`src/rtl/core/wtr_pkg.sv`:
```
// ---------------------------------------------------------------------------
// wtr_pkg
// Shared constants and types of the F(2x2,3x3) input tile transform.
// ---------------------------------------------------------------------------
package wtr_pkg;

  localparam int SAMPLE_BITS = 16;
  localparam int LANES       = 4;
  localparam int TILE_DIM    = 2 + 3 - 1;
  localparam int TILE_SIZE   = TILE_DIM * TILE_DIM;
  localparam int IDX_BITS    = $clog2(TILE_SIZE);
  localparam int DIM_BITS    = $clog2(TILE_DIM);
  // column pass adds one bit, row pass one more, output keeps one spare
  localparam int T_BITS      = SAMPLE_BITS + 1;
  localparam int COEF_BITS   = SAMPLE_BITS + 3;

  localparam logic [IDX_BITS-1:0] LAST_IDX = IDX_BITS'(TILE_SIZE - 1);

  typedef logic [IDX_BITS-1:0] idx_t;

  // per-cycle commands from the controller to every lane
  typedef struct packed {
    logic shift_in;   // element beat: shift it into the tile store
    logic t_load;     // sixteenth element: load the column-pass register
    logic r_load;     // move column pass through the row pass into the output line
    logic r_shift;    // output beat: advance the output line
  } wtr_ctl_t;

endpackage

```
`src/rtl/core/wtr_lane.sv`:
```
// ---------------------------------------------------------------------------
// wtr_lane
// One channel lane: tile store shift line, column pass register, row pass
// and the output shift line that presents one coefficient per beat.
// ---------------------------------------------------------------------------
module wtr_lane (
  input  logic                                 clk,
  input  wtr_pkg::wtr_ctl_t                    ctl,
  input  logic signed [wtr_pkg::SAMPLE_BITS-1:0] sample,
  input  logic                                 in_image,
  output logic signed [wtr_pkg::COEF_BITS-1:0] coef
);

  localparam int N = wtr_pkg::TILE_SIZE;
  localparam int D = wtr_pkg::TILE_DIM;

  logic signed [wtr_pkg::SAMPLE_BITS-1:0] smp;
  logic signed [wtr_pkg::SAMPLE_BITS-1:0] store_r [N];
  logic signed [wtr_pkg::T_BITS-1:0]      d_ext   [N];
  logic signed [wtr_pkg::T_BITS-1:0]      t_r     [N];
  logic signed [wtr_pkg::T_BITS-1:0]      t_nxt   [N];
  logic signed [wtr_pkg::COEF_BITS-1:0]   res_r   [N];
  logic signed [wtr_pkg::COEF_BITS-1:0]   res_nxt [N];

  // padding reads as zero in every lane
  assign smp = in_image ? sample : '0;

  always_ff @(posedge clk) begin
    if (ctl.shift_in) begin
      for (int i = 0; i < N - 1; i++) begin
        store_r[i] <= store_r[i + 1];
      end
      store_r[N - 1] <= smp;
    end
  end

  // on the sixteenth beat elements 0..14 sit in store slots 1..15 and the
  // last element is still on the input
  for (genvar k = 0; k < N; k++) begin : g_elem
    if (k < N - 1) begin : g_st
      assign d_ext[k] = wtr_pkg::T_BITS'(store_r[k + 1]);
    end else begin : g_in
      assign d_ext[k] = wtr_pkg::T_BITS'(smp);
    end
  end

  // column pass: B^T d
  always_comb begin
    for (int c = 0; c < D; c++) begin
      t_nxt[0 * D + c] = d_ext[0 * D + c] - d_ext[2 * D + c];
      t_nxt[1 * D + c] = d_ext[1 * D + c] + d_ext[2 * D + c];
      t_nxt[2 * D + c] = d_ext[2 * D + c] - d_ext[1 * D + c];
      t_nxt[3 * D + c] = d_ext[3 * D + c] - d_ext[1 * D + c];
    end
  end

  always_ff @(posedge clk) begin
    if (ctl.t_load) begin
      t_r <= t_nxt;
    end
  end

  // row pass: (B^T d) B
  always_comb begin
    for (int r = 0; r < D; r++) begin
      res_nxt[r * D + 0] = wtr_pkg::COEF_BITS'(t_r[r * D + 0])
                         - wtr_pkg::COEF_BITS'(t_r[r * D + 2]);
      res_nxt[r * D + 1] = wtr_pkg::COEF_BITS'(t_r[r * D + 1])
                         + wtr_pkg::COEF_BITS'(t_r[r * D + 2]);
      res_nxt[r * D + 2] = wtr_pkg::COEF_BITS'(t_r[r * D + 2])
                         - wtr_pkg::COEF_BITS'(t_r[r * D + 1]);
      res_nxt[r * D + 3] = wtr_pkg::COEF_BITS'(t_r[r * D + 3])
                         - wtr_pkg::COEF_BITS'(t_r[r * D + 1]);
    end
  end

  always_ff @(posedge clk) begin
    if (ctl.r_load) begin
      res_r <= res_nxt;
    end else if (ctl.r_shift) begin
      for (int i = 0; i < N - 1; i++) begin
        res_r[i] <= res_r[i + 1];
      end
    end
  end

  assign coef = res_r[0];

endmodule

```
`config.mk`:
```
export PLATFORM = sky130hd
export DESIGN_NAME = wtr_lane
export DESIGN_NICKNAME = d
export VERILOG_FILES = /design/src/rtl/core/wtr_pkg.sv /design/src/rtl/core/wtr_lane.sv
export SDC_FILE = /design/constraint.sdc
export NUM_CORES = 2
export LEC_CHECK = 0
export ABC_CLOCK_PERIOD_IN_PS = 5200
export BUFFER_PORTS_ARGS = -buffer_cell sky130_fd_sc_hd__buf_2
export CORE_MARGIN = 5
export CORE_UTILIZATION = 59
export CTS_CLUSTER_SIZE = 10
export DETAILED_ROUTE_END_ITERATION = 10
export PLACE_DENSITY = 0.78
export SYNTH_ARGS = -nofsm -noshare
export SYNTH_HDL_FRONTEND = slang
export SYNTH_SLANG_ARGS = --single-unit
```
`constraint.sdc`:
```
create_clock -name clk -period 5.2 [get_ports clk]
set_clock_uncertainty 0.05 [all_clocks]
set_input_delay 0.52 -clock clk [delete_from_list [all_inputs] [get_ports clk]]
set_output_delay 0.52 -clock clk [all_outputs]
set_load 0.05 [all_outputs]
```
# [Word-level counts from Yosys, hierarchy flattened]
# Memories as Yosys holds them, arrays and structs flattened.
# Cells that the tools add are included.
[word_totals] regBits=576 latch_bits=0 ram_bits=256 mem_bits_ro=0 in_bits=22 wordCells=71 memories=1
[classes] n_addsub=32 mul=0 div_mod_pow=0 order_cmp=0 n_eq_ne=0 n_shift=0 muxes=5 bitwise=0 n_reduce_logical=1
[memory_table] memory="store_r" words=16 width=16 read_ports=15 rd_clocked_by_memory_dff=0 write_ports=16 line_no="wtr_lane.sv:18" source="logic signed [wtr_pkg::SAMPLE_BITS-1:0] store_r [N];"
[ops] cell="$mux W285" count=2
[ops] cell="$sub A17 B17 Y18" count=12
[ops] cell="$sub A16 B16 Y17" count=12
[ops] cell="$add A17 B17 Y18" count=4
[ops] cell="$add A16 B16 Y17" count=4
[ops] cell="$mux W16" count=1
[ops] cell="$mux W1" count=2
[ops] cell="$reduce_bool A2 Y1" count=1

# [Longest topological paths before layout]
[logic_depth] word_depth=2 mapped_depth=11

# [Least setup slack after synthesis]
# Ideal clock, no wire load.
[synth_path] path_type="input port to flip-flop" from="in ctl[1] (netlist name)" to="reg res_r, in the netlist coef[0] (enable)" setup_time_ns=0.520 arrival_ns=4.621 t_required_ns=4.630 setup_slack_ns=0.010 path_stages=4 path_buffers=3 cell_sequence="clkbuf_1 > clkbuf_1 > clkbuf_1 > or2_2"
[synth_via] elab_chain_len=1
[synth_lines] element="start: declaration" line_no="wtr_lane.sv:8" source="input wtr_pkg::wtr_ctl_t ctl,"
[synth_lines] element="$reduce_bool A2 Y1 (no line)"
[synth_lines] element="end signal: assignment" line_no="wtr_lane.sv:79" source="res_r <= res_nxt;"
[synth_lines] element="end signal: indexed assignment" line_no="wtr_lane.sv:82" source="res_r[i] <= res_r[i + 1];"
[synth_lines] element="end: declaration" line_no="wtr_lane.sv:22" source="logic signed [wtr_pkg::COEF_BITS-1:0] res_r [N];"
# No other way between the ends.
# A chain may end at the register's enable or synchronous reset.

==> results.sh <==
export IMPL_synth_ff_type="edfxtp_1"
export IMPL_overflow=0
export IMPL_dp_hpwl_mm=102
export IMPL_cp_data_required_time_ns=5.54
export IMPL_final_cell_count_no_fill=6141
export IMPL_status="complete, no violations"
export IMPL_cts_buffers_inserted=93
export IMPL_synth_top_area_cell="edfxtp_1"
export IMPL_final_max_slew_viol_count=0
export IMPL_cp_slowest_cell="o31ai_1"
export IMPL_initial_utilization_pct=59.3
export IMPL_met1_usage_pct=36.3
export IMPL_synth_seq_area_share_pct=45.7
export IMPL_yosysWarnings=0
export IMPL_dieArea_sq_um=94700
export IMPL_dp_cells=6013
export IMPL_initialDrtViolationCount=3980
export IMPL_grt_use_total_pct=27.9
export IMPL_fmax_mhz=273
export IMPL_cp_buffers_inverters=0
export IMPL_hold_start="sample[0]"
export IMPL_first_global_vias=37800
export IMPL_clockBufferDepth=3
export IMPL_grt_pass1_wl_mm=206
export IMPL_period_needed_ns=3.66
export IMPL_worstPathArrival_ns=4.00
export IMPL_hold_viol_final=0
export IMPL_syn_inst=4953
export IMPL_cp_top_family="compound AO/OA/AOI/OAI gates"
export IMPL_viasPerCell=6.24
export IMPL_fillerInstances=6938
export IMPL_r2r_end="t_r[254]$_DFFE_PP_"
export IMPL_synth_area_sq_um=52300
export IMPL_die_y_microns=308
export IMPL_holdPathEnd="store_r[1][112]$_DFFE_PP_"
export IMPL_finalSetupTns_ns=0
export IMPL_worstPathCellList="ha_1 -> fa_1 -> nor2b_1 -> o21ai_0 -> a21boi_1 -> o21ai_0 -> o31ai_1 -> a41oi_1 -> mux2_2"
export IMPL_multiInputGateArea_sq_um=25700
export IMPL_wl_per_cell_microns=22.1
export IMPL_insertion_delay_ns=0.65
export IMPL_synthTopCellsByArea="edfxtp_1 (46%), ha_1 (13%), xnor2_1 (4.1%), inv_1 (3.7%), a21oi_1 (3.5%)"
export IMPL_cts_root_buf="clkbuf_16"
export IMPL_grt_max_degree=164
export IMPL_ant_nets=0
export IMPL_p_per_area_nw_per_um2=392
export IMPL_drc=0
export IMPL_rsz0062_at_grt="no"
export IMPL_met3_usage_pct=4.01
export IMPL_numPortBuffers=40
export IMPL_r2r_slack_ns=1.54
export IMPL_io_pins=41
export IMPL_grtUsageMet2_pct=47.3
export IMPL_synthArstFlopShare_pct=0
export IMPL_postCtsSetupBuffers=0
export IMPL_syn_to_final_growth_pct=7.27
export IMPL_setup_violations=0
export IMPL_fp_coreArea_sq_um=88100
export IMPL_maxSlewHeadroom_pct=26.5
export IMPL_finalCritPeriodShare_pct=70.4
export IMPL_cts_resized=0
export IMPL_min_path_cells=3
export IMPL_synth_avg_cell_area_sq_um=10.6
export IMPL_h_tree_depth=3
export IMPL_synth_distinct_cells=88
export IMPL_cts_clk_slew_worst_paths_ns=0.05
export IMPL_ir_drop_mv=0.368
export IMPL_min_path_type="in -> reg"
export IMPL_cts_tree="built"
export IMPL_worst_pin_slew_ns=1.09
export IMPL_slowest_delay_ns=0.92
export IMPL_final_common_cell="edfxtp_1"
export IMPL_grt_busiest_layer="met2"
export IMPL_rows=109
export IMPL_firstDrtPassIters=6
export IMPL_num_vias=38300
export IMPL_critPathKind="reg -> reg"
export IMPL_hold_buffers=0
export IMPL_critPathLaunchType="flip-flop"
export IMPL_layout_common_cells="edfxtp_1 (796), ha_1 (524), inv_1 (510), nor2_1 (408), a21oi_1 (368)"
export IMPL_ys_ff_latch=796
export IMPL_cp_common_cell="o21ai_0"
export IMPL_power_leakage_nw=22.9
export IMPL_antenna_found_initial=3
export IMPL_synth_top_area_share_pct=45.7
export IMPL_synth_net_count=5531
export IMPL_die_w_microns=308
export IMPL_synth_edf_count=796
export IMPL_maxCapViolCount=0
export IMPL_cts_sinks=796
export IMPL_drive_gt1_share_pct=6.37
export IMPL_cp_max_fo=4
export IMPL_ff_latch_area_sq_um=23900
export IMPL_wl_mm=136
export IMPL_ff2ff_path_depth=9
export IMPL_fin_nets=5521
export IMPL_cp_end_kind="flip-flop"
export IMPL_gp_congestion=0.956
export IMPL_timing_rr_start="store_r[1][32]$_DFFE_PP_"
power by group:
group | leakage [nW] | internal [mW] | total (mW) | switching (mW)
Combinational | 13.7 | 2.86 | 6.98 | 4.13
Sequential | 7.89 | 8.58 | 9.12 | 0.540
Clock | 1.25 | 3.36 | 5.89 | 2.53
tightest hold or removal path, stage by stage:
cell     delay, ns
buf_2         0.07
nand2_1       0.06
inv_1         0.07
state kept, by name, indices dropped and copies added, names as in the netlist:
register and count:
t_r 268, store_r 240, res_r 270, coef 18
routing by layer:
metal	routed length (microns)	vias up
met4	6260	2
li1	-	18100
met5	14	-
met2	64700	1576
met3	10900	327
met1	54200	18300
area by class of cell:
type	count	share of cell area, %
inverter	515	3.46
tap	1165	2.60
multi-input combinational	3479	45.9
timing repair buffer	58	0.830
clock buffer	116	4.46
sequential	796	42.6
clock inverter	11	0.123
antenna	1	0.00446
logic make-up (layout without fill, tap and decap cells):
kind of cell | after synthesis | after routing | share of synthesized area, %
AOI/OAI and AO/OA | 1299 | 1299 | 16.7
xor gates and xnor gates | 314 | 314 | 5.26
adders and majority gates | 556 | 556 | 13.8
buffers and inverters | 678 | 700 | 5.04
DFF | 796 | 796 | 45.7
muxes | 118 | 118 | 2.50
other | 0 | 1 | 0
and+or+nand+nor | 1192 | 1192 | 11.0
cells in the mapped netlist (24+ instances only):
| master | number |
|---|---|
| a211o_1 | 24 |
| a211oi_1 | 47 |
| a21boi_0 | 30 |
| a21o_1 | 91 |
| a21oi_1 | 368 |
| a221oi_1 | 33 |
| a31oi_1 | 28 |
| and2_1 | 30 |
| and3_1 | 38 |
| clkbuf_1 | 117 |
| edfxtp_1 | 796 |
| fa_1 | 32 |
| ha_1 | 524 |
| inv_1 | 511 |
| mux2_2 | 101 |
| nand2_1 | 218 |
| nand2b_1 | 76 |
| nand3_1 | 63 |
| nor2_1 | 408 |
| nor2b_1 | 86 |
| nor3_1 | 123 |
| o211ai_1 | 43 |
| o21a_1 | 70 |
| o21ai_0 | 221 |
| o21bai_1 | 54 |
| o311ai_0 | 35 |
| o31ai_1 | 47 |
| or3_1 | 36 |
| xnor2_1 | 246 |
| xor2_1 | 68 |
per-stage QoR:
step / worst slack, ns / hold WS (ns) / utilization [%] / total power [mW] / area [sq um]
floorplan: 0.00975 / 0.376 / - / 14.3 / 52300
global placement: 1.67 / 0.381 / 60.7 / 15.8 / 53500
detailed placement: 1.62 / 0.383 / 60.7 / 16.1 / 53500
CTS: 1.59 / 0.113 / 63.6 / 22.0 / 56100
global route: 1.34 / 0.140 / 63.6 / 23.1 / 56100
finish: 1.54 / 0.141 / 63.6 / 22.0 / 56100
how the worst max path moves through the flow:
stage	from	cells after the start	to
CTS	store_r[1][32]$_DFFE_PP_	9	t_r[254]$_DFFE_PP_
detailed placement	store_r[1][32]$_DFFE_PP_	9	t_r[254]$_DFFE_PP_
global placement	store_r[1][32]$_DFFE_PP_	9	t_r[254]$_DFFE_PP_
floorplan	ctl[1]	4	coef[0]$_DFFE_PP_
global route	store_r[0][80]$_DFFE_PP_	9	t_r[67]$_DFFE_PP_
finish	store_r[1][32]$_DFFE_PP_	9	t_r[254]$_DFFE_PP_
Note: power is estimated with default switching activity, not from simulation.
