<file path="config.mk">
export PLATFORM = sky130hd
export DESIGN_NAME = wtr_ctrl
export DESIGN_NICKNAME = d
export VERILOG_FILES = /design/src/rtl/core/wtr_pkg.sv /design/src/rtl/core/wtr_ctrl.sv
export SDC_FILE = /design/constraint.sdc
export NUM_CORES = 1
export LEC_CHECK = 0
export BUFFER_PORTS_ARGS = -buffer_cell sky130_fd_sc_hd__buf_4
export CAP_MARGIN = 20
export CORE_AREA = 2 2 39 41
export CTS_CLUSTER_SIZE = 25
export DETAILED_ROUTE_END_ITERATION = 7
export DIE_AREA = 0 0 41 43
export PLACE_DENSITY = 0.78
export SYNTH_ARGS = -nofsm -noshare
export SYNTH_HDL_FRONTEND = slang
export SYNTH_SLANG_ARGS = --single-unit
</file>
<file path="constraint.sdc">
create_clock -name clk -period 4.5 [get_ports clk]
set_clock_uncertainty 0.1 [all_clocks]
set_input_delay 0.225 -clock clk [delete_from_list [all_inputs] [get_ports clk]]
set_output_delay 0.225 -clock clk [all_outputs]
set_load 0.05 [all_outputs]
</file>
<file path="src/rtl/core/wtr_pkg.sv">
// ---------------------------------------------------------------------------
// wtr_pkg
// Shared constants and types of the F(2x2,3x3) input tile transform.
// ---------------------------------------------------------------------------
package wtr_pkg;

  localparam int SAMPLE_BITS = 16;
  localparam int LANES       = 4;
  localparam int TILE_DIM    = 2 + 3 - 1;
  localparam int TILE_SIZE   = TILE_DIM * TILE_DIM;
  localparam int IDX_BITS    = $clog2(TILE_SIZE);
  localparam int DIM_BITS    = $clog2(TILE_DIM);
  // column pass adds one bit, row pass one more, output keeps one spare
  localparam int T_BITS      = SAMPLE_BITS + 1;
  localparam int COEF_BITS   = SAMPLE_BITS + 3;

  localparam logic [IDX_BITS-1:0] LAST_IDX = IDX_BITS'(TILE_SIZE - 1);

  typedef logic [IDX_BITS-1:0] idx_t;

  // per-cycle commands from the controller to every lane
  typedef struct packed {
    logic shift_in;   // element beat: shift it into the tile store
    logic t_load;     // sixteenth element: load the column-pass register
    logic r_load;     // move column pass through the row pass into the output line
    logic r_shift;    // output beat: advance the output line
  } wtr_ctl_t;

endpackage

</file>
<file path="src/rtl/core/wtr_ctrl.sv">
// ---------------------------------------------------------------------------
// wtr_ctrl
// Element counter, hand-off between the column pass and the output line,
// and the merge side that tags each result beat with row, column and last.
// ---------------------------------------------------------------------------
module wtr_ctrl (
  input  logic                          clk,
  input  logic                          rst_n,
  input  logic                          in_valid,
  output logic                          in_ready,
  output logic                          out_valid,
  input  logic                          out_ready,
  output logic [wtr_pkg::DIM_BITS-1:0]  coef_row,
  output logic [wtr_pkg::DIM_BITS-1:0]  coef_col,
  output logic                          last_coef,
  output wtr_pkg::wtr_ctl_t             ctl
);

  wtr_pkg::idx_t cnt_r, cnt_nxt;
  wtr_pkg::idx_t emit_r, emit_nxt;
  logic          t_vld_r, t_vld_nxt;
  logic          out_vld_r, out_vld_nxt;

  logic acc, acc_last, beat, beat_last, res_free, t_mv;

  assign beat      = out_vld_r && out_ready;
  assign beat_last = beat && (emit_r == wtr_pkg::LAST_IDX);
  assign res_free  = !out_vld_r || beat_last;
  assign t_mv      = t_vld_r && res_free;

  // hold the sixteenth element until the column pass register frees up
  assign in_ready  = (cnt_r != wtr_pkg::LAST_IDX) || !t_vld_r || t_mv;
  assign acc       = in_valid && in_ready;
  assign acc_last  = acc && (cnt_r == wtr_pkg::LAST_IDX);

  assign ctl.shift_in = acc;
  assign ctl.t_load   = acc_last;
  assign ctl.r_load   = t_mv;
  assign ctl.r_shift  = beat;

  always_comb begin
    cnt_nxt     = acc ? cnt_r + 1'b1 : cnt_r;
    t_vld_nxt   = acc_last ? 1'b1 : (t_mv ? 1'b0 : t_vld_r);
    out_vld_nxt = t_mv ? 1'b1 : (beat_last ? 1'b0 : out_vld_r);
    emit_nxt    = t_mv ? '0 : (beat ? emit_r + 1'b1 : emit_r);
  end

  always_ff @(posedge clk) begin
    if (!rst_n) begin
      cnt_r     <= '0;
      emit_r    <= '0;
      t_vld_r   <= 1'b0;
      out_vld_r <= 1'b0;
    end else begin
      cnt_r     <= cnt_nxt;
      emit_r    <= emit_nxt;
      t_vld_r   <= t_vld_nxt;
      out_vld_r <= out_vld_nxt;
    end
  end

  assign out_valid = out_vld_r;
  assign coef_row  = emit_r[wtr_pkg::IDX_BITS-1:wtr_pkg::DIM_BITS];
  assign coef_col  = emit_r[wtr_pkg::DIM_BITS-1:0];
  assign last_coef = (emit_r == wtr_pkg::LAST_IDX);

`ifndef SYNTHESIS
  a_t_hold: assert property (@(posedge clk) disable iff (!rst_n)
    (t_vld_r && !t_mv) |=> t_vld_r)
    else $error("column pass result dropped before hand-off");

  a_load_start: assert property (@(posedge clk) disable iff (!rst_n)
    t_mv |=> (out_vld_r && emit_r == '0))
    else $error("output line did not restart at coefficient zero");

  a_no_overwrite: assert property (@(posedge clk) disable iff (!rst_n)
    t_mv |-> (!out_vld_r || (beat && emit_r == wtr_pkg::LAST_IDX)))
    else $error("output line reloaded while coefficients remain");

  a_mid_tile: assert property (@(posedge clk) disable iff (!rst_n)
    (beat && emit_r != wtr_pkg::LAST_IDX) |=> out_vld_r)
    else $error("result stream ended before the sixteenth coefficient");
`endif

endmodule

</file>
* Word-level counts from Yosys, hierarchy flattened
Index checks and enable logic that the tools add are counted.
** Operators by class
- $add $sub $neg :: 2
- $mul :: 0
- Div/mod/pow operators :: 0
- Order comparisons :: 0
- Equality and inequality tests :: 3
- Shift-type cells :: 0
- Muxes and demuxes :: 4
- Bitwise gates (word level) :: 1
- Reduce and logical (&&, ||, !) cells :: 13
** Operator list (count)
- 4-bit by 1-bit adder with 4-bit output (second input constant) :: 2
- 4-bit equality test (second input constant) :: 2
- 1-bit logical AND :: 5
- 1-bit 2-to-1 mux :: 4
- 4-bit != test (second input constant) :: 1
- 2-bit nonzero test :: 2
- 1-bit logical OR :: 3
- 1-bit logical NOT :: 2
- 2-bit OR reduction :: 1
- 1-bit NOT :: 1
** Word-level totals
- Register bits :: 10
- Bits in latches :: 0
- Bits in writable memories :: 0
- Bits in read-only memories :: 0
- Input port bits :: 4
- Logic and storage cells :: 27
- Memories kept :: 0

* Logic depth before layout (Yosys ltp)
Gate-level depths: netlist of run 1.
- Depth after elaboration :: 8
- Depth in mapped cells :: 5
- Depth with buffers taken out :: 4

* Worst setup path after synthesis of run 1
OpenSTA, ideal clock, no wires.
- Path type :: reg-to-output
- Start point :: register emit_r[0]
- End point :: output port ctl[3] (netlist bit)
- Data arrival time :: 1.854 ns
- Required time :: 4.175 ns
- Setup slack :: 2.321 ns
- Cell stages (with the launch flop) :: 6
- Path buffers :: 1
- Cells stage by stage :: dfxtp_1 > ha_1 > and4_4 > or3_4 > and2_2 > buf_4
** On the way
- Word-level cells in the longest chain between the ends :: 6
** Ends and longest elaborated chain
- from (decl) :: RTL line wtr_ctrl.sv:20 : wtr_pkg::idx_t emit_r, emit_nxt;
- from (signal assigned) :: RTL line wtr_ctrl.sv:56 : emit_r <= emit_nxt;
- 4-bit equality test :: RTL line wtr_ctrl.sv:27 : assign beat_last = beat && (emit_r == wtr_pkg::LAST_IDX);
- 1-bit logical AND :: RTL line wtr_ctrl.sv:27
- 1-bit logical OR :: RTL line wtr_ctrl.sv:28 : assign res_free = !out_vld_r || beat_last;
- 1-bit logical AND :: RTL line wtr_ctrl.sv:29 : assign t_mv = t_vld_r && res_free;
- 1-bit logical OR :: RTL line wtr_ctrl.sv:32 : assign in_ready = (cnt_r != wtr_pkg::LAST_IDX) || !t_vld_r || t_mv;
- named net in_ready :: RTL line wtr_ctrl.sv:10 : output logic in_ready,
- 1-bit logical AND :: RTL line wtr_ctrl.sv:33 : assign acc = in_valid && in_ready;
- to (decl) :: RTL line wtr_ctrl.sv:16 : output wtr_pkg::wtr_ctl_t ctl
The timed path passes the listed nets, and every way through them passes these cells.

==> run summary, run 1 <==
The first global-routing pass estimated 1880 um of wire. The largest net degree at the start of global routing came out at 12. Adder-cell share of the synthesized area: 0.0442.

TritonCTS built the clock tree. For the portion of total power attributed to combinational logic, the log shows 0.108. The total count of hold-check failures in the final report came out at 0. After the first detailed-routing iteration, the DRC count stood at 7.

Overall fraction of global-route tracks in use: 0.153. The total overflow left after global routing is 0. The dominant combinational cell family by area after synthesis is simple AND/OR/NAND/NOR gates.

The area of the mapped netlist is 566 um2, and the number of max-cap violations is 0. The routed wirelength normalized by instance count works out to 11.6 um. The die covers 0.00176 mm2. The number of standard-cell rows in the floorplan came out at 14. Measured along the x axis, the die boundary spans 41 um.

For the pin with the worst max-slew slack, the measured transition is 0.384 ns. The number of global-route vias before repair was 455; the fraction of power spent switching nets was 0.236. The die height is 43 um.

Fraction of the cycle the final worst path needs: 0.476. The run gives 864 um as the detailed-placement wirelength estimate. In the post-route analysis, the smallest setup slack over all paths is 2.36 ns.

The clock network power share is 0.332, and the arrival time of data at the critical path endpoint is 1.82 ns. Before CTS, the worst setup slack after placement is 2.64 ns. The analysis attributes to cell leakage a power of 0.290 nW.

The synthesized-area fraction occupied by ao, oa, aoi and oai cells was 0.179. The per-cell via count in the routed design was 5.44; the total of cells resized after clock tree synthesis was 0. Quantity of I/O buffers inserted on ports: 14. 0 antenna diodes ended up in the layout. Power spread over the standard cell area amounts to 259 mW/mm2.

The number of different library cells used by synthesis comes to 27. Buffers inserted during clock tree synthesis total 3. Compared with the post-synthesis result, the final layout area differs by 19.0%. Headroom to the max-slew limit: 0.743. The number of warnings issued by yosys was 0.

The number of optimization iterations in the first detailed-route pass is 4, and the number of H-tree levels is 1. The net switching power of the design was 0.0411 mW; the required time at the endpoint of the critical path was 4.18 ns. The tools report the total detailed-routing wirelength as 1100 um.

The simple-gate portion of the synthesized area works out to 0.301. After technology mapping, the gate count stands at 68. Internal power comes to 0.133 mW. The dominant cell type by area after synthesis was sky130_fd_sc_hd__dfxtp_1. Setup repair after global routing left no endpoint under its margin. Leaving out fill and tap cells, the most frequent cells in the layout are sky130_fd_sc_hd__buf_4, sky130_fd_sc_hd__dfxtp_1, sky130_fd_sc_hd__nand3_1. Derived from the worst setup path, the maximum achievable clock frequency is 467 MHz. The tools report the setup violation total in the final timing report as 0. The flow ran to the end, and the final reports show no timing, DRC or antenna violations. CTS root buffer: sky130_fd_sc_hd__clkbuf_4. The maximum single-stage delay on the critical path is 0.38 ns, and the share of the synthesized area in the top cell type is 0.354. The signal on the critical path passes through ha_1, and4_4, or3_4, and2_2, buf_4.

The layout has 145 filler cells. Averaged over all synthesized cells, the footprint is 8.32 um2. For this run, design rule violations remaining after detail routing come to 0. The number of register bits inferred by synthesis is 10, and the fraction of registers with async set/reset is 0.

For the net count after synthesis, the log shows 74. The clock period could shrink to 2.14 ns. The number of nets at the end of the flow was 87; the number of routed nets with antenna violations was 0. The region available for standard cell placement spans 0.00138 mm2.

The type of the worst setup path is flop to primary output. Category of the worst setup path launch point: a flop. 15 I/O pins were placed. Placer congestion estimate: 0.714.

The post-CTS clock slew at the launch and capture registers of the worst setup and hold paths was 0.06 ns. Summed over all failing endpoints, the final setup total negative slack is 0 ns. The mux contribution to synthesized area is 0. The most used flip-flop cell after synthesis is sky130_fd_sc_hd__dfxtp_1.

The tools report the type of element capturing the critical path as a primary output. In this run, placement finished with an instance count of 92. Once the clock tree was built, the setup fixing pass inserted 0 buffers. Counting along the longest clock path gives a buffer depth of 2.

The buffers plus inverters on the worst setup path is 1. By area the synthesized netlist is led by sky130_fd_sc_hd__dfxtp_1, sky130_fd_sc_hd__nand3_1, sky130_fd_sc_hd__buf_4. The number of antenna violations at the first check in global routing is 0, and the sequential share of power is 0.560. The min-delay analysis places its worst path in the category input pin to flop. The logs give 0.354 for the sequential area share after synthesis and 0.173 mV for the largest vdd supply drop. The dominant delay contributor by cell family on the critical path is simple AND/OR/NAND/NOR gates.

For this design, the sink count on the clock tree is 10. The synthesized design contains 0 enable-type register cells. Hold repair after CTS inserted 0 buffers.

The slowest stage cell on the critical path is sky130_fd_sc_hd__or3_4. The post-layout instance count excluding filler cells came out at 95. The post-synthesis share of cell area spent on xor and xnor gates works out to 0.0310. The fraction of final layout cells with drive strength greater than 1 was 0.253. For the worst-skew pair, the clock arrives at the later sink with an insertion delay of 0.25 ns.

The max-slew violation count was 0; the total number of vias was 517. Of all nets on the critical path, the largest fanout is 4. The library cell used most frequently in the layout, excluding fill and tap cells, is sky130_fd_sc_hd__buf_4. For the starting density of the core, the log shows 0.409.
layer usage:
metal	wire length, um	vias up	GRT usage
li1	-	269	-
met1	530	231	0.213
met2	507	15	0.213
met3	62	2	0.0314
met4	4	0	0.0800
met5	0	-	0
state kept, by name, summed over array words and instances, names as in the netlist:
name       count
cnt_r          4
t_vld_r        1
emit_r         4
out_valid      1
per-stage QoR:
stage	cell area (um2)	total power, mW	hold WS (ns)	util
after floorplan	566	0.113	0.285	-
after global placement	651	0.118	0.371	0.470
after detailed placement	651	0.119	0.370	0.470
after CTS	673	0.177	0.168	0.486
after global routing	673	0.185	0.171	0.486
final	673	0.174	0.174	0.486
tightest hold or removal path, cell delays in order:
cell	delay [ns]
sky130_fd_sc_hd__buf_4	0.13
sky130_fd_sc_hd__nand3_1	0.07
sky130_fd_sc_hd__a21oi_1	0.05
cells by family (layout without fill, tap and decap cells):
group | Yosys count | count (layout)
compound gates | 17 | 17
flops | 10 | 10
fa+ha+maj | 2 | 2
simple gates | 28 | 28
buf+inv | 9 | 20
xor+xnor | 2 | 2
layout make-up:
| type | instances | area (um2) | share of cell area |
|---|---|---|---|
| inverters | 3 | 11.3 | 0.0167 |
| repair buffers | 14 | 105 | 0.156 |
| clock buffers | 3 | 22.5 | 0.0335 |
| flip-flops and latches | 10 | 200 | 0.297 |
| well taps | 16 | 20.0 | 0.0297 |
| multi-input cells | 49 | 314 | 0.467 |
synthesized netlist by cell type, drive strengths merged, types with 2 or more instances:
master	n
dfxtp	10
nand3	7
a21oi	5
buf	5
o21ai	5
nand2	4
and3	3
inv	3
o211ai	3
a31oi	2
and2	2
and3b	2
and4	2
ha	2
nor2	2
nor2b	2
or3	2
xor2	2
power by group through the flow:
stage / sequential (mW) / combinational, mW / clock [mW]
finish: 0.0977 / 0.0188 / 0.0579
global route: 0.0987 / 0.0213 / 0.0649
CTS: 0.0978 / 0.0191 / 0.0604
detailed placement: 0.0997 / 0.0190 / 0
global placement: 0.0998 / 0.0187 / 0
floorplan: 0.0985 / 0.0143 / 0
path summary, 6_finish.rpt:
kind,slack [ns],from,cells past startpoint,endpoint
setup reg to reg,2.97,emit_r[0],4,emit_r[2]
hold / removal,0.17,out_ready,3,emit_r[1]
hold reg to reg,0.39,cnt_r[3],1,cnt_r[3]
setup / recovery,2.36,emit_r[0],5,ctl[3]
No activity file was read; power rests on OpenSTA's default activity.
==> inputs of run 2 (changes only) <==
--- a/config.mk
+++ b/config.mk
@@ -5,13 +5,14 @@
 export SDC_FILE = /design/constraint.sdc
 export NUM_CORES = 1
 export LEC_CHECK = 0
+export ABC_AREA = 1
 export BUFFER_PORTS_ARGS = -buffer_cell sky130_fd_sc_hd__buf_4
 export CAP_MARGIN = 20
 export CORE_AREA = 2 2 39 41
 export CTS_CLUSTER_SIZE = 25
 export DETAILED_ROUTE_END_ITERATION = 7
 export DIE_AREA = 0 0 41 43
-export PLACE_DENSITY = 0.78
+export PLACE_DENSITY = 0.77
 export SYNTH_ARGS = -nofsm -noshare
 export SYNTH_HDL_FRONTEND = slang
 export SYNTH_SLANG_ARGS = --single-unit
==> constraint.sdc (replaced) <==
create_clock -name clk -period 1.9 [get_ports clk]
set_clock_uncertainty 0.1 [all_clocks]
set_input_delay 0.095 -clock clk [delete_from_list [all_inputs] [get_ports clk]]
set_output_delay 0.095 -clock clk [all_outputs]
set_load 0.05 [all_outputs]
==> run summary, run 2 <==
The flow ran to the end, and the final reports show no timing, DRC or antenna violations. The repair_antennas step left the layout with diodes totalling 0. In this run the vertical extent of the chip is 43 um. The number of global-route vias before repair is 424, and the number of cells on the worst hold path is 3.

The tools report the overall fraction of global-route tracks in use as 0.155. The number of H-tree levels is 1, and the overall power consumption is 0.447 mW. Total global routing overflow: 0.

The worst register-to-register path ends at cnt_r[1]. Of all nets on the critical path, the largest fanout is 4. The remaining routing DRC violations was 0. The cell leakage power was 0.327 nW. The number of DRC markers after the initial detailed-route iteration is 11, and the number of nets at the end of the flow is 99. The net count after synthesis came out at 80. The area growth from synthesis to layout is 33.4%. The first global-routing pass estimated 1780 um of wire. The maximum single-stage delay on the critical path was 0.39 ns. Total count of hold-check failures in the final report: 0. For the total number of vias, the log shows 519. Leaving out fill and tap cells, the most frequent cell in the layout is sky130_fd_sc_hd__nand2_1. Counting cells, the worst reg-to-reg path comes to 8.

For the accumulated negative setup slack, the log shows 0 ns. The end point of the worst hold path is cnt_r[2]. The largest registers in the layout are cnt_r (4), emit_r (4). Final critical path time including I/O delays and setup: 1.77 ns. The I/O pin count is 15, and the total die area is 0.00176 mm2. The logs give 524 um2 for the area of the mapped netlist and 0 for the setup violation total in the final timing report. Sorting the synthesized cells by how often they occur yields sky130_fd_sc_hd__nand2_1, sky130_fd_sc_hd__dfxtp_1, sky130_fd_sc_hd__nor2_1. The largest individual stage delay along the critical path comes from the cell sky130_fd_sc_hd__dfxtp_1. The number of warnings issued by yosys was 0; the largest vdd supply drop was 0.392 mV. The tools report the post-synthesis cell count as 74.

The largest net degree at the start of global routing was 7. The most used flip-flop cell after synthesis is sky130_fd_sc_hd__dfxtp_1. The clock sink total was 10; the horizontal extent of the die was 41 um.

For this run, the top clock speed supported by timing is 566 MHz. STA puts the critical path data arrival time at 1.57 ns. After detailed routing, the total wire length is 1200 um.

Clock-pin slew was measured on the worst setup and hold paths at 0.07 ns. Fraction of final layout cells with drive strength greater than 1: 0.304. Buffers placed on the I/O ports in this run total 14.

The run gives 0.379 as the starting density of the core. Prior to clock tree synthesis, the placed netlist has a worst setup slack of 0.383 ns. Detailed placement finished with a half-perimeter wire length of 816 um. The critical path goes through ha_2, nand2_1, nor2_1, nand3_2, nand2_4, inv_1, buf_4.

The logs give 0.38 ns for the worst-case register-to-register setup slack and 0.134 ns for the final setup slack of the worst path. Setup repair after global routing left no endpoint under its margin. The share of the synthesized area in the top cell type was 0.382; the average cell area after synthesis was 7.08 um2. The type of element capturing the critical path is a primary output. Fraction of the cycle the final worst path needs: 0.930. TritonCTS built the clock tree. The later pin in the worst-skew pair is clocked with a latency of 0.27 ns. The number of register bits inferred by synthesis was 10; the placer congestion estimate was 0.774. Counting along the longest clock path gives a buffer depth of 2.

Data on the critical path is required at its endpoint by 1.70 ns. The worst register-to-register path begins at cnt_r[1]. Worst min-delay path category: input pin to flop. The power density of the placed cells is 639 mW/mm2, and the per-cell via count in the routed design is 4.81. The fraction of registers with async set/reset came out at 0.

Cell with the most instances after synthesis: sky130_fd_sc_hd__nand2_1. The top cell types in the final layout, fill and taps aside, are sky130_fd_sc_hd__nand2_1, sky130_fd_sc_hd__buf_4, sky130_fd_sc_hd__nor2_1. After synthesis, the cell types taking the most area are sky130_fd_sc_hd__dfxtp_1, sky130_fd_sc_hd__nand2_1, sky130_fd_sc_hd__nor2_1. The sequential area share after synthesis came out at 0.382. The logs give 0.00138 mm2 for the core footprint and 4 for the number of optimization iterations in the first detailed-route pass. The tools report the number of antenna violations at the first check in global routing as 0. For the number of CTS-inserted buffers, the log shows 3. For the distinct cell type count after synthesis, the log shows 15.

In the final routed layout, each cell accounts on average for 11.1 um. After floorplanning, the core was divided into 14 placement rows. In this run the clock root is driven by a sky130_fd_sc_hd__clkbuf_4.

At the pin with the least slew margin, the transition time is 0.217 ns. The worst setup path is launched from a flop. The max-slew violation count came out at 0. The number of max-cap violations came out at 0.

The type of the worst setup path was flop to primary output. The headroom to the max-slew limit is 0.855. The count of nets left with antenna violations once routing finished came out at 0. In this run the worst setup path begins at cnt_r[1]. Number of flops mapped to enable cells by yosys: 0. Of all cell types, the one taking the most synthesized area is sky130_fd_sc_hd__dfxtp_1.

The tools report the startpoint of the most critical hold path as in_valid.
[run 2: cell count changes after synthesis, moves of 2 or more]
cell / delta
sky130_fd_sc_hd__a31oi_1: -2
sky130_fd_sc_hd__and3_1: -3
sky130_fd_sc_hd__and3b_1: -2
sky130_fd_sc_hd__inv_1: +6
sky130_fd_sc_hd__nand2_1: +14
sky130_fd_sc_hd__nor2_1: +8
sky130_fd_sc_hd__nor2b_1: -2
sky130_fd_sc_hd__o211ai_1: -3
sky130_fd_sc_hd__o21ai_0: -5
[run 2: worst max-delay path: cells and delay by family (launching register included)]
family	cells	cell delay, ns
flip-flops	1	0.39
AND/OR/NAND/NOR	4	0.43
buffers and inverters	2	0.25
adder cells (fa/ha/maj)	1	0.23
[run 2: cell families after synthesis]
kind of cell,count (synthesis),share of synthesized area
AO/OA/AOI/OAI,6,0.0597
AND/OR/NAND/NOR,40,0.339
adder cells (fa/ha/maj),2,0.0477
XOR/XNOR,3,0.0501
flip-flops,10,0.382
buffers and inverters,13,0.122
[run 2: cell type report]
type | count | area [um2]
clock buffer | 4 | 36.3
fill | 137 | 684
tap | 16 | 20.0
inverter | 9 | 33.8
multi-input combinational | 51 | 268
sequential | 10 | 204
timing repair buffer | 18 | 138
[run 2: timing repair]
| item | CTS | global route |
|---|---|---|
| gates resized for setup | 0 | 3 |
| endpoints found under the hold margin | 3 | 0 |
| hold buffers | 1 | 0 |
| setup endpoints to repair | 0 | 2 |
| buffers inserted | 0 | 3 |
[run 2: stage by stage]
step / hold WS (ns) / std cells / area, um2 / utilization
5_1_grt: 0.0750 / 108 / 699 / 0.505
6_report: 0.0508 / 108 / 699 / 0.505
3_3_place_gp: 0.218 / 100 / 622 / 0.449
4_1_cts: 0.0408 / 105 / 668 / 0.483
3_5_place_dp: 0.222 / 100 / 622 / 0.449
2_1_floorplan: 0.0926 / 74 / 527 / -
[run 2: power breakdown]
part           total [mW]  switching, mW  internal, mW
sequential          0.220        0.00543         0.214
combinational      0.0364         0.0205        0.0159
clock               0.191         0.0743         0.116
[run 2: per-layer routing]
layer | vias up | routed length (um) | GRT usage
met1 | 231 | 517 | 0.182
met4 | 0 | 21 | 0.0800
li1 | 266 | - | -
met3 | 4 | 60 | 0.0628
met5 | - | 0 | 0
met2 | 18 | 599 | 0.231
[run 2: worst max-delay path by stage]
| stage | end | cells past startpoint |
|---|---|---|
| 2_1_floorplan | ctl[2] | 5 |
| 3_3_place_gp | ctl[3] | 7 |
| 3_5_place_dp | ctl[3] | 7 |
| 4_1_cts | ctl[3] | 7 |
| 5_1_grt | ctl[3] | 7 |
| 6_report | ctl[3] | 7 |
